**src/hw/rtl/hcd_pkg.sv**
```systemverilog
// Shared types, codes and helpers for the chunked transfer decoder.
package hcd_pkg;

  localparam int HC_W = 5;

  localparam logic [HC_W-1:0] HEADER_LIMIT_RESET = 5'd12;
  localparam logic [7:0]      CH_CR = 8'h0D;
  localparam logic [7:0]      CH_LF = 8'h0A;

  localparam logic [1:0] ST_HEADER  = 2'd0;
  localparam logic [1:0] ST_PAYLOAD = 2'd1;
  localparam logic [1:0] ST_DONE    = 2'd2;
  localparam logic [1:0] ST_TOOLONG = 2'd3;

  localparam logic ADDR_HEADER_LIMIT = 1'b0;

  typedef enum logic [4:0] {
    PH_SIZE    = 5'b00001,
    PH_TRAILER = 5'b00010,
    PH_PAYLOAD = 5'b00100,
    PH_DONE    = 5'b01000,
    PH_ERROR   = 5'b10000
  } phase_t;

  typedef struct packed {
    logic       ok;
    logic [3:0] value;
  } hex_t;

  function automatic hex_t hex_digit(input logic [7:0] c);
    hex_t h;
    h.ok    = 1'b1;
    h.value = 4'd0;
    if (c >= 8'h30 && c <= 8'h39) begin
      h.value = 4'(c - 8'h30);
    end else if (c >= 8'h61 && c <= 8'h66) begin
      h.value = 4'(c - 8'h57);
    end else if (c >= 8'h41 && c <= 8'h46) begin
      h.value = 4'(c - 8'h37);
    end else begin
      h.ok = 1'b0;
    end
    return h;
  endfunction

endpackage

```
**src/hw/rtl/hcd_stream_if.sv**
```systemverilog
// Valid/ready channels for raw stream items and decoded result items.
interface hcd_in_if;
  logic       valid;
  logic       ready;
  logic [7:0] in_byte;
  logic       end_of_input;

  modport source (output valid, output in_byte, output end_of_input, input ready);
  modport sink   (input valid, input in_byte, input end_of_input, output ready);
endinterface

interface hcd_out_if;
  logic       valid;
  logic       ready;
  logic [7:0] out_byte;
  logic [1:0] status;

  modport source (output valid, output out_byte, output status, input ready);
  modport sink   (input valid, input out_byte, input status, output ready);
endinterface

```
**src/hw/rtl/http_chunked_decoder.sv**
```systemverilog
// HTTP chunked transfer decoder: strips size lines and trailers from a byte stream.
//
// Channels: stream carries one raw byte per item, or an end-of-input marker;
// result carries one item per stream item: a payload byte with status 1,
// or status 0 (header byte consumed), 2 (finished) or 3 (header too long).
// The APB port writes header_limit at address 0; write it only while idle.
//
// Path: a stream item is held in the input register; its result item is then
// written to the result register and leaves from there when result is ready.
// Throughput: one item per cycle unless result stalls; each byte's state update
// is a single pass through the decode logic between the input and result registers.
//
// Reset clears both registers' valid bits and returns to reading the first
// size line with header_limit 12. When result is stalled, the result register
// holds, the input register fills and then stream.ready drops until the
// result item is taken.
module http_chunked_decoder
  import hcd_pkg::*;
#(
  parameter int SIZE_BITS           = 40,
  parameter int HEADER_BUFFER_BYTES = 16
) (
  input  logic        clk,
  input  logic        rst,
  hcd_in_if.sink      stream,
  hcd_out_if.source   result,
  input  logic        psel,
  input  logic        penable,
  input  logic        pwrite,
  input  logic [2:0]  paddr,
  input  logic [31:0] pwdata,
  output logic [31:0] prdata,
  output logic        pready
);

  localparam logic [HC_W:0] BUF_LIM = (HC_W+1)'(HEADER_BUFFER_BYTES);

  logic [HC_W-1:0] header_limit;

  logic       in_vld;
  logic [7:0] in_byte_q;
  logic       eoi_q;

  logic       out_vld;
  logic [7:0] out_byte_q;
  logic [1:0] status_q;

  phase_t               phase, phase_next;
  logic [SIZE_BITS-1:0] bytes_remaining, bytes_remaining_next;
  logic [HC_W-1:0]      header_count, header_count_next;
  logic                 is_first_chunk, is_first_chunk_next;
  logic [31:0]          last_four_bytes, last_four_bytes_next;
  logic [SIZE_BITS-1:0] hex_accumulator, hex_accumulator_next;
  logic                 digits_ended, digits_ended_next;
  logic [7:0]           ob_next;
  logic [1:0]           st_next;

  logic                 advance;
  logic [HC_W:0]        limit;
  logic [HC_W-1:0]      hc_inc;
  logic [31:0]          lfb_shift;
  logic [SIZE_BITS-1:0] acc_upd;
  logic [SIZE_BITS-1:0] rem_dec;
  hex_t                 hx;

  assign pready = 1'b1;
  assign prdata = (paddr[2] == ADDR_HEADER_LIMIT) ? {27'd0, header_limit} : 32'd0;

  always_ff @(posedge clk) begin
    if (rst) begin
      header_limit <= HEADER_LIMIT_RESET;
    end else if (psel && penable && pwrite && paddr[2] == ADDR_HEADER_LIMIT) begin
      header_limit <= pwdata[HC_W-1:0];
    end
  end

  assign advance      = in_vld && (!out_vld || result.ready);
  assign stream.ready = !in_vld || advance;

  always_ff @(posedge clk) begin
    if (rst) begin
      in_vld <= 1'b0;
    end else if (stream.ready) begin
      in_vld <= stream.valid;
    end
    if (stream.ready && stream.valid) begin
      in_byte_q <= stream.in_byte;
      eoi_q     <= stream.end_of_input;
    end
  end

  assign limit     = ({1'b0, header_limit} > BUF_LIM) ? BUF_LIM : {1'b0, header_limit};
  assign hc_inc    = header_count + 1'b1;
  assign lfb_shift = {last_four_bytes[23:0], in_byte_q};
  assign hx        = hex_digit(in_byte_q);
  assign rem_dec   = (bytes_remaining != '0) ? bytes_remaining - 1'b1 : bytes_remaining;

  always_comb begin
    if (hex_accumulator[SIZE_BITS-1 -: 4] != 4'd0) begin
      acc_upd = '1;
    end else begin
      acc_upd = {hex_accumulator[SIZE_BITS-5:0], hx.value};
    end
  end

  always_comb begin
    phase_next           = phase;
    bytes_remaining_next = bytes_remaining;
    header_count_next    = header_count;
    is_first_chunk_next  = is_first_chunk;
    last_four_bytes_next = last_four_bytes;
    hex_accumulator_next = hex_accumulator;
    digits_ended_next    = digits_ended;
    ob_next              = 8'd0;
    st_next              = ST_HEADER;
    if (eoi_q) begin
      phase_next           = PH_DONE;
      header_count_next    = '0;
      last_four_bytes_next = '0;
      hex_accumulator_next = '0;
      digits_ended_next    = 1'b0;
      st_next              = ST_DONE;
    end else begin
      unique case (phase)
        PH_DONE: begin
          st_next = ST_DONE;
        end
        PH_ERROR: begin
          st_next = ST_TOOLONG;
        end
        PH_PAYLOAD: begin
          ob_next              = in_byte_q;
          st_next              = ST_PAYLOAD;
          bytes_remaining_next = rem_dec;
          if (rem_dec == '0) begin
            phase_next           = PH_SIZE;
            header_count_next    = '0;
            last_four_bytes_next = '0;
            hex_accumulator_next = '0;
            digits_ended_next    = 1'b0;
          end
        end
        PH_SIZE, PH_TRAILER: begin
          if ({1'b0, header_count} >= limit) begin
            phase_next = PH_ERROR;
            st_next    = ST_TOOLONG;
          end else begin
            header_count_next    = hc_inc;
            last_four_bytes_next = lfb_shift;
            if (phase == PH_SIZE) begin
              if ((is_first_chunk || header_count >= HC_W'(2)) && !digits_ended) begin
                if (!hx.ok) begin
                  digits_ended_next = 1'b1;
                end else begin
                  hex_accumulator_next = acc_upd;
                end
              end
              if (hc_inc > HC_W'(2) && lfb_shift[15:0] == {CH_CR, CH_LF}) begin
                if (hex_accumulator_next != '0) begin
                  bytes_remaining_next = hex_accumulator_next;
                  is_first_chunk_next  = 1'b0;
                  phase_next           = PH_PAYLOAD;
                  header_count_next    = '0;
                  last_four_bytes_next = '0;
                  hex_accumulator_next = '0;
                  digits_ended_next    = 1'b0;
                end else begin
                  phase_next = PH_TRAILER;
                end
              end
            end else if (hc_inc > HC_W'(4) && lfb_shift == {CH_CR, CH_LF, CH_CR, CH_LF}) begin
              phase_next = PH_DONE;
              st_next    = ST_DONE;
            end
          end
        end
        default: begin
          st_next = ST_HEADER;
        end
      endcase
    end
  end

  always_ff @(posedge clk) begin
    if (rst) begin
      phase           <= PH_SIZE;
      bytes_remaining <= '0;
      header_count    <= '0;
      is_first_chunk  <= 1'b1;
      last_four_bytes <= '0;
      hex_accumulator <= '0;
      digits_ended    <= 1'b0;
    end else if (advance) begin
      phase           <= phase_next;
      bytes_remaining <= bytes_remaining_next;
      header_count    <= header_count_next;
      is_first_chunk  <= is_first_chunk_next;
      last_four_bytes <= last_four_bytes_next;
      hex_accumulator <= hex_accumulator_next;
      digits_ended    <= digits_ended_next;
    end
  end

  always_ff @(posedge clk) begin
    if (rst) begin
      out_vld <= 1'b0;
    end else if (advance) begin
      out_vld <= 1'b1;
    end else if (result.ready) begin
      out_vld <= 1'b0;
    end
    if (advance) begin
      out_byte_q <= ob_next;
      status_q   <= st_next;
    end
  end

  assign result.valid    = out_vld;
  assign result.out_byte = out_byte_q;
  assign result.status   = status_q;

endmodule

```
**src/flat_wrapper.sv**
```systemverilog
// flat-port wrapper written by rule: the top's interface ports become plain ports
module http_chunked_decoder_flat import hcd_pkg::*;
#(
  parameter int SIZE_BITS           = 40,
  parameter int HEADER_BUFFER_BYTES = 16
)
  (clk, rst, psel, penable, pwrite, paddr, pwdata, prdata, pready, stream_valid, stream_in_byte, stream_end_of_input, stream_ready, result_valid, result_out_byte, result_status, result_ready);
  hcd_in_if stream_i ();
  hcd_out_if result_i ();
  input  logic clk;
  input  logic rst;
  input  logic psel;
  input  logic penable;
  input  logic pwrite;
  input  logic [2:0] paddr;
  input  logic [31:0] pwdata;
  output logic [31:0] prdata;
  output logic pready;
  input wire logic [$bits(stream_i.valid)-1:0] stream_valid;
  input wire logic [$bits(stream_i.in_byte)-1:0] stream_in_byte;
  input wire logic [$bits(stream_i.end_of_input)-1:0] stream_end_of_input;
  output wire logic [$bits(stream_i.ready)-1:0] stream_ready;
  output wire logic [$bits(result_i.valid)-1:0] result_valid;
  output wire logic [$bits(result_i.out_byte)-1:0] result_out_byte;
  output wire logic [$bits(result_i.status)-1:0] result_status;
  input wire logic [$bits(result_i.ready)-1:0] result_ready;
  assign stream_i.valid = stream_valid;
  assign stream_i.in_byte = stream_in_byte;
  assign stream_i.end_of_input = stream_end_of_input;
  assign stream_ready = stream_i.ready;
  assign result_valid = result_i.valid;
  assign result_out_byte = result_i.out_byte;
  assign result_status = result_i.status;
  assign result_i.ready = result_ready;
  http_chunked_decoder #(.SIZE_BITS(SIZE_BITS), .HEADER_BUFFER_BYTES(HEADER_BUFFER_BYTES)) u_core (.clk(clk), .rst(rst), .stream(stream_i), .result(result_i), .psel(psel), .penable(penable), .pwrite(pwrite), .paddr(paddr), .pwdata(pwdata), .prdata(prdata), .pready(pready));
endmodule
```
**config.mk**
```make
export PLATFORM = sky130hd
export DESIGN_NAME = http_chunked_decoder_flat
export DESIGN_NICKNAME = d
export VERILOG_FILES = /design/src/hw/rtl/hcd_pkg.sv /design/src/hw/rtl/hcd_stream_if.sv /design/src/hw/rtl/http_chunked_decoder.sv /design/src/flat_wrapper.sv
export SDC_FILE = /design/constraint.sdc
export NUM_CORES = 1
export LEC_CHECK = 0
export BUFFER_PORTS_ARGS = -buffer_cell sky130_fd_sc_hd__buf_4
export CAP_MARGIN = 20
export CELL_PAD_IN_SITES_DETAIL_PLACEMENT = 1
export CELL_PAD_IN_SITES_GLOBAL_PLACEMENT = 1
export CORE_MARGIN = 5
export CORE_UTILIZATION = 46
export DETAILED_ROUTE_END_ITERATION = 10
export PLACE_DENSITY = 0.92
export SYNTH_ARGS = -nofsm -noshare
export SYNTH_HDL_FRONTEND = slang
export SYNTH_SLANG_ARGS = --single-unit
```
**constraint.sdc**
```tcl
create_clock -name clk -period 9.35 [get_ports clk]
set_input_delay 0.935 -clock clk [delete_from_list [all_inputs] [get_ports clk]]
set_output_delay 0.935 -clock clk [all_outputs]
set_load 0.01 [all_outputs]
```
Yosys cells after proc, flatten, opt, wreduce, memory -nomap -nowiden
Cells that the tools add are included.

Equality and inequality tests: 16. $lt $le $gt $ge: 11. Bitwise gates (word level): 4. Add/sub/neg operators: 5. Reduce and logical (&&, ||, !) cells: 31. Mux-type cells: 65.

Operators with widths (number): 40-bit two-way mux (18); 40-bit case mux with 2 select lines (2); 24-bit two-way mux (6); 40-bit nonzero test (2); 5-bit two-way mux (14); 24-bit case mux with 2 select lines (1); 40-bit zero test (1); 40-bit by 1-bit subtractor with 40-bit output (second input constant) (1); 32-bit by 28-bit equality test with 1-bit output (second input constant) (1); 5-bit case mux with 2 select lines (2); 16-bit by 12-bit equality test with 1-bit output (second input constant) (1); 8-bit by 7-bit >= comparator with 1-bit output (second input constant) (2); 8-bit by 7-bit less-or-equal comparator with 1-bit output (second input constant) (2); 7-bit AND reduction (2); 1-bit two-way mux (13); 4-bit two-way mux (3); 1-bit logical AND (11); 5-bit AND reduction (2); 8-bit by 6-bit >= comparator with 1-bit output (second input constant) (1); 8-bit by 6-bit less-or-equal comparator with 1-bit output (second input constant) (1); 2-bit case mux with 4 select lines (1); 4-bit by 3-bit subtractor with 4-bit output (second input constant) (2); 5-bit by 6-bit >= comparator with 1-bit output (1); 2-bit two-way mux (3); other kinds (27) (39).

Bits in registers: 142. Output and inout bits: 45. Input bits: 51. Logic and storage cells: 146.

Logic depth before layout (Yosys ltp)
Gate-level depths: netlist of run 1.

Word-level depth: 19. Depth in mapped cells: 14. Mapped depth without buffers: 11.

Worst setup path before layout of run 1
OpenSTA, ideal clock, no wires.

Path type: reg-to-reg. Start: register u_core.bytes_remaining[27]. End: register u_core.last_four_bytes[10]. Required time: 9229 ps. Cell stages (with the launch flop): 13. Setup time: 121 ps. Slack: 5676 ps. Path buffers: 3. Period minus slack after synthesis: 3674 ps. Arrival: 3553 ps. Cells stage by stage: dfxtp_1 -> clkbuf_1 -> or3_1 -> buf_2 -> or4_4 -> or4_4 -> a21oi_2 -> nand3_1 -> nor4_4 -> a31oi_2 -> a21oi_2 -> buf_4 -> mux2_2.

Longest elaborated chain between the ends: 5. Elaborated cells on any way between the ends: 6. Those cells by class: 1 x add/sub; 1 x eq/ne; 1 x mux; 3 x reduce/logical.

RTL lines: from (decl) (line http_chunked_decoder.sv:49) `logic [SIZE_BITS-1:0] bytes_remaining, bytes_remaining_next;`; from (signal assigned) (line http_chunked_decoder.sv:195) `bytes_remaining <= bytes_remaining_next;`; 40-bit by 1-bit subtractor with 40-bit output / 40-bit nonzero test (equally long branches) (line http_chunked_decoder.sv:96) `assign rem_dec = (bytes_remaining != '0) ? bytes_remaining - 1'b1 : bytes_remaining;`; 40-bit two-way mux (*) (line http_chunked_decoder.sv:96); 40-bit zero test (*) (line http_chunked_decoder.sv:135) `if (rem_dec == '0) begin`; 3-bit by 1-bit != test with 1-bit output (no source line) (*); 4-bit AND reduction (no source line) (*); to (signal assigned) (line http_chunked_decoder.sv:198) `last_four_bytes <= last_four_bytes_next;`; to (decl) (line http_chunked_decoder.sv:52) `logic [31:0] last_four_bytes, last_four_bytes_next;`.

Mark *: on every way between the ends. The rest lies on a longest branch, timed or not. A chain may end at the register's enable or synchronous reset.

Worst setup path after layout of run 1
Start: register u_core.bytes_remaining[22]. End: register u_core.digits_ended.

Longest elaborated chain between the ends: 5. Elaborated cells on any way between the ends: 6. Those cells by class: 1 x add/sub; 1 x eq/ne; 1 x mux; 3 x reduce/logical.

RTL lines: 40-bit by 1-bit subtractor with 40-bit output / 40-bit nonzero test (equally long branches) (line http_chunked_decoder.sv:96); 40-bit two-way mux (*) (line http_chunked_decoder.sv:96); 40-bit zero test (*) (line http_chunked_decoder.sv:135); 3-bit by 1-bit != test with 1-bit output (no source line) (*); 5-bit AND reduction (no source line) (*); to (signal assigned) (line http_chunked_decoder.sv:200) `digits_ended <= digits_ended_next;`; to (decl) (line http_chunked_decoder.sv:54) `logic digits_ended, digits_ended_next;`.

Marks and branches as above.

==> metrics, run 1 <==
GR Util met1 33.07%; Inserted Diodes 0; # Post-CTS Setup Buffers 0; met3 GRT Util 4.863%; Mapped Avg Cell Area 7.853 µm²; CTS root buf clkbuf_16; first-pass GRT wire length 52420 µm; number of flops mapped to enable cells by yosys 19; Tmin final 5.461 ns; WP data arrival 5.79 ns; synthesized area 9415 µm²; die width 153.1 µm; crit-path cells or4_4 > nor4_1 > and3_1 > buf_4 > nor4_1 > or4_1 > a2111oi_2 > a31o_2 > o21ai_4 > buf_4 > a2111oi_1; CP Class reg -> reg; Worst path top cell family by delay simple AND/OR/NAND/NOR gates; post-layout util 51.02%; total wire length 32450 µm; initial antenna violation count 0; I/O Pins 96; Max VDD drop 134.2 µV; Cell Pwr Density 150.3 nW/µm²; routability cong. 0.9503; nets 1242; CTS resizes 0; Ys Warns 0; Bufs and invs on worst path 2; fin crit share 58.41%; fin. max-slew vios 0; Longest Clk Path Bufs 2; Top FF cell, synth dfxtp_1; Max-slew headroom 27.73%; mean routed wirelength per cell 22.22 µm; Filler cells 2494; # hold bufs at CTS 0; grt ovf 0; critical path required time 9.68 ns; Seq/Total Area, Yosys 32.21%; layout cells sized above 1 10.42%; Starting Density 46.68%; Worst setup EP type flip-flop; worst-margin pin slew 1.084 ns; status finished, final reports clean; grt peak-use layer met2; DR iter-0 viols 778; Clock Skews 0.01336 ns; CTS tree yes; Worst path max stage delay 0.72 ns; f_max 183.1 MHz; row count 52; Crit-path slowest cell a2111oi_2; Die ar. 23430 µm²; All-Layer GR Usage 27.32%; clk_lat worst skew 0.45 ns; TritonRoute pass-1 iters 5; area growth from synthesis to layout 9.289%; Num CTS Buffers 17; Synth top area share 26.15%; Critical Path Fanout Max 33; Netlist cell types 70; DRC viols 0; Synth Register Bits 142; Startpoint Class flip-flop; min-delay worst type reg -> reg; Async SR Flop Fraction 0%; Core Area 20170 µm²; Synth area leader dfxtp_1; HPWL Detailed 20890 µm; post-route ant nets 0; largest net degree at the start of global routing 110; Worst-path clk slew 0.08 ns; synth top area cells dfxtp_1 26%, edfxtp_1 6.1%, mux2i_1 5.5%; Leak 4.013 nW; Final Setup Violations 0; via count 9438; Sink Count 142; max cap viols 0; RSZ-0062 raised after global routing no; IO Port Bufs 38; htree depth 4; cells after synthesis 1199; vias in the first global route 9655; Pwr Total 1.547 mW; met2 track demand over resource 45.70%; Final Hold Fails 0; Worst Hold Slack 0.5037 ns; setup TNS 0 ns; Die Y 153.1 µm; vias per std cell 6.464
power breakdown:
part           internal (mW)  switching (mW)
clock                  0.377           0.336
sequential             0.627          0.0125
combinational         0.0602           0.134
total                   1.06           0.483
final cells by class:
type                       count  area [µm²]  share of cell area, %
clock buffer                  18       450.4                  4.377
clock inverter                14       158.9                  1.544
inverter                      15       56.30                 0.5472
multi-input combinational    951        5878                  57.13
sequential                   142        3033                  29.47
tap                          270       337.8                  3.283
timing repair buffer          50       375.4                  3.648
logic make-up after synthesis:
group           after synthesis  synth area share (%)
xor+xnor                      6                0.5581
buf+inv                     132                 6.711
compound gates              272                 17.82
other cells                   2               0.07976
fa+ha+maj                    14                 1.860
simple gates                565                 33.56
mux                          66                 7.203
flops                       142                 32.21
worst paths after layout:
| check | to | cells after the start | startpoint | slack (ns) |
|---|---|---|---|---|
| worst max-delay path | u_core.digits_ended | 11 | u_core.bytes_remaining[22] | 3.89 |
| worst min register to register | u_core.header_limit[3] | 1 | u_core.header_limit[3] | 0.50 |
| worst max register to register | u_core.digits_ended | 11 | u_core.bytes_remaining[22] | 3.89 |
| worst min-delay path | u_core.header_limit[3] | 1 | u_core.header_limit[3] | 0.50 |
stage by stage:
step	worst slack [ns]	area [µm²]	std cells
2_1_floorplan	5.676	9513	1225
3_3_place_gp	4.288	9681	1428
3_5_place_dp	4.158	9681	1428
4_1_cts	4.082	10290	1460
5_1_grt	3.681	10290	1460
6_report	3.889	10290	1460
routing by layer:
metal | wire, µm | up-vias
met2 | 15890 | 381
li1 | - | 4305
met3 | 1931 | 133
met1 | 12920 | 4619
met5 | 0 | -
met4 | 1707 | 0
placed cells by master (no fill, tap or decap), types with 5 or more instances in the layout:
cell,count
nand3b_1,16
nor2b_1,23
buf_4,50
nand2_1,62
a21o_1,9
or4_1,25
edfxtp_1,19
a21oi_1,64
mux2_2,12
o31ai_1,9
nor3_1,60
dfxtp_1,123
ha_1,14
nand2b_1,63
inv_8,7
o32ai_1,7
o22ai_1,8
mux2i_1,52
o21ai_0,104
nor2_1,106
a211oi_1,9
nor4b_1,6
nor3b_1,5
nand4_1,16
inv_1,15
and2_1,15
conb_1,28
nand3_1,29
nor4_1,28
o2111ai_1,7
or3_1,83
a31oi_1,12
o211ai_1,7
clkbuf_16,18
state kept, by name, indices dropped and copies added, names as in the netlist, 2 cells and up:
signal and flops:
u_core.phase 5, u_core.in_byte_q 8, u_core.hex_accumulator 40, u_core.last_four_bytes 24
u_core.header_count 5, u_core.bytes_remaining 40, u_core.result.out_byte 8, u_core.result.status 2
u_core.header_limit 5
synth_stat cells (3+ instances only):
cell type  count
nor4_1        28
and2_1        15
dfxtp_1      123
nor3_1        60
o31ai_1        9
mux2i_1       52
clkbuf_1      77
nand2_1       63
a31o_2         3
nor3b_1        5
or3_1         83
a21o_1         9
o21bai_1       4
nand4b_1       3
o2111ai_1      7
a2111oi_0      3
xor2_1         4
edfxtp_1      19
or2_2          4
nand4_1       16
nand3_1       29
o32ai_1        7
a31oi_1       12
a211oi_1       9
buf_2          6
nand2b_1      63
nor2b_1       23
o41ai_1        3
buf_4         32
or4_4          3
o22ai_1        8
or4_1         25
mux2_2        12
and3_1         4
ha_1          14
o211ai_1       7
inv_1         15
o21a_1         3
o21ai_0      104
nand3b_1      16
a21oi_1       64
nor2_1       107
nor4b_1        6
Power figures use the tool's default switching activity.
==> run 2: changes to the inputs <==
- CORE_UTILIZATION: 46 -> 40
- PLACE_DENSITY: 0.92 -> 0.86
- clock period: 9.35 -> 4.45 ns (I/O delays scaled with it)
==> metrics, run 2 (same netlist as run 1, synthesis figures left out) <==
max cap viols 0 (unchanged); switching power total 984.6 µW (+100%); area growth from synthesis to layout 13.29%; FF-to-FF End u_core.hex_accumulator[24]; largest registers u_core.bytes_remaining x40, u_core.hex_accumulator x40, u_core.last_four_bytes x24; nets 1283 (+3.3%); Critical Path Fanout Max 29 (-12%); RSZ-0062 raised after global routing no; share of power burned in registers 41.5% (+0.2 points); commonest non-fill, non-tap cell in the layout dfxtp_1; Inserted Diodes 0 (unchanged); first-pass GRT wire length 51580 µm (-1.6%); via count 9442 (+0.042%); Die ar. 26710 µm² (+14%); IO Port Bufs 38 (unchanged); r2r worst-path depth 12 (+1); HP Start stream_in_byte[0]; DRC viols 0 (unchanged); Num CTS Buffers 17 (unchanged); Final Setup Violations 0 (unchanged); CTS tree yes; Worst setup EP type flip-flop; Pwr Total 3.235 mW (+110%); htree depth 4 (unchanged); Max VDD drop 207.5 µV (+55%); most frequent cells in the layout 123 x dfxtp_1, 106 x nor2_1, 104 x o21ai_0; CP Class reg -> reg; vias in the first global route 9738 (+0.86%); All-Layer GR Usage 23.95% (-3.4 points); Worst Hold Slack 0.1730 ns (-0.3307 ns); setup TNS 0 ns (unchanged); Leak 4.216 nW (+5.1%); Post-Place Worst Slack 0.3101 ns (-3.848 ns); # hold bufs at CTS 0 (unchanged); routability cong. 0.8940 (-5.9%); Placed Cells 1518 (+6.3%); layout cells sized above 1 13.40% (+3.0 points); vias per std cell 6.092 (-5.8%); Longest Clk Path Bufs 2 (unchanged); final worst setup slack 0.2290 ns (-3.660 ns); Final Cell Area 10670 µm² (+3.7%); f_max 236.9 MHz (+29%); Hold Path End u_core.in_byte_q[0]; die width 163.4 µm (+6.8%); Cell Pwr Density 303.3 nW/µm² (+100%); Filler cells 2846 (+14%); Power Internal 2.250 mW (+110%); Max-slew headroom 28.80% (+1.1 points); Startpoint Class flip-flop; TritonRoute pass-1 iters 5 (unchanged); Sw Ratio 30.43% (-0.81 points); Core Area 23330 µm² (+16%); Gate power share 12.7% (about the same); row count 56 (+7.7%); I/O Pins 96 (unchanged); WP data arrival 4.58 ns (-1.21 ns); largest net degree at the start of global routing 91 (-17%); total wire length 31980 µm (-1.4%); post-route ant nets 0 (unchanged); mean routed wirelength per cell 20.63 µm (-7.2%); DR iter-0 viols 783 (+0.64%); post-layout util 45.72% (-5.3 points); Worst-path clk slew 0.07 ns (about the same); Clk pwr share 45.8% (-0.3 points); RR Startpoint u_core.bytes_remaining[22]; FF+latch area 3033 µm² (unchanged); CTS resizes 0 (unchanged); CTS root buf clkbuf_16; HPWL Detailed 21900 µm (+4.8%); grt ovf 0 (unchanged); initial antenna violation count 0 (unchanged); Die Y 163.4 µm (+6.8%); Non-Filler Instances 1550 (+6.2%); hold path depth 1 (unchanged); r2r setup slk 0.23 ns (-3.66 ns); fin crit share 94.85% (+36 points); min-delay worst type in -> reg; worst-margin pin slew 1.068 ns (-0.01611 ns); critical path required time 4.81 ns (-4.87 ns); Starting Density 40.35% (-6.3 points); post-place instance area 10050 µm² (+3.9%); Tmin final 4.221 ns (-1.240 ns); Final Hold Fails 0 (unchanged); area of the multi-input gates 5888 µm² (+0.17%); status finished, final reports clean; # Post-CTS Setup Buffers 0 (unchanged); fin. max-slew vios 0 (unchanged); clk_lat worst skew 0.44 ns (about the same); Sink Count 142 (unchanged); Clock Skews 0.01235 ns (-0.001008 ns)
==> run 2: cell type report <==
type | instances | area share (%)
multi-input combinational | 951 | 55.20
tap | 319 | 3.742
sequential | 142 | 28.43
clock buffer | 17 | 3.988
timing repair buffer | 91 | 6.522
clock inverter | 15 | 1.584
inverter | 15 | 0.5279
==> run 2: critical path, stage by stage (launching register included) <==
cell	delay [ns]
dfxtp_1	0.31
or4_4	0.59
nor4_1	0.40
buf_4	0.19
and3_1	0.35
buf_12	0.23
nor4_1	0.08
xor2_1	0.36
a2111oi_4	0.09
a31o_2	0.30
o21ai_4	0.68
buf_4	0.33
mux2i_1	0.20
==> run 2: how the worst max path moves through the flow <==
stage                                from                         end  cells past startpoint
3_5_place_dp   u_core.bytes_remaining[22]   u_core.last_four_bytes[6]                     12
3_3_place_gp   u_core.bytes_remaining[22]   u_core.last_four_bytes[0]                     12
6_report       u_core.bytes_remaining[22]  u_core.hex_accumulator[24]                     12
4_1_cts        u_core.bytes_remaining[22]   u_core.last_four_bytes[9]                     12
2_1_floorplan  u_core.bytes_remaining[27]  u_core.last_four_bytes[10]                     12
5_1_grt        u_core.bytes_remaining[22]  u_core.hex_accumulator[21]                     12
==> run 2: layer usage <==
metal  GRT usage, %  wire length, µm  vias up  part of all wire (%)
met2          40.91            15640      290                    49
met4          10.03             1106        0                   3.5
met1          29.66            13580     4711                    42
met5              0                0        -                     0
li1               -                -     4369                     -
met3          4.441             1649       72                   5.2
==> run 2: power groups by stage <==
stage / combinational (mW) / sequential [mW] / clock (mW)
after global routing: 0.447 / 1.34 / 1.55
final: 0.412 / 1.34 / 1.48
after global placement: 0.394 / 1.37 / 0
after CTS: 0.410 / 1.34 / 1.51
after floorplan: 0.306 / 1.36 / 0
after detailed placement: 0.404 / 1.37 / 0
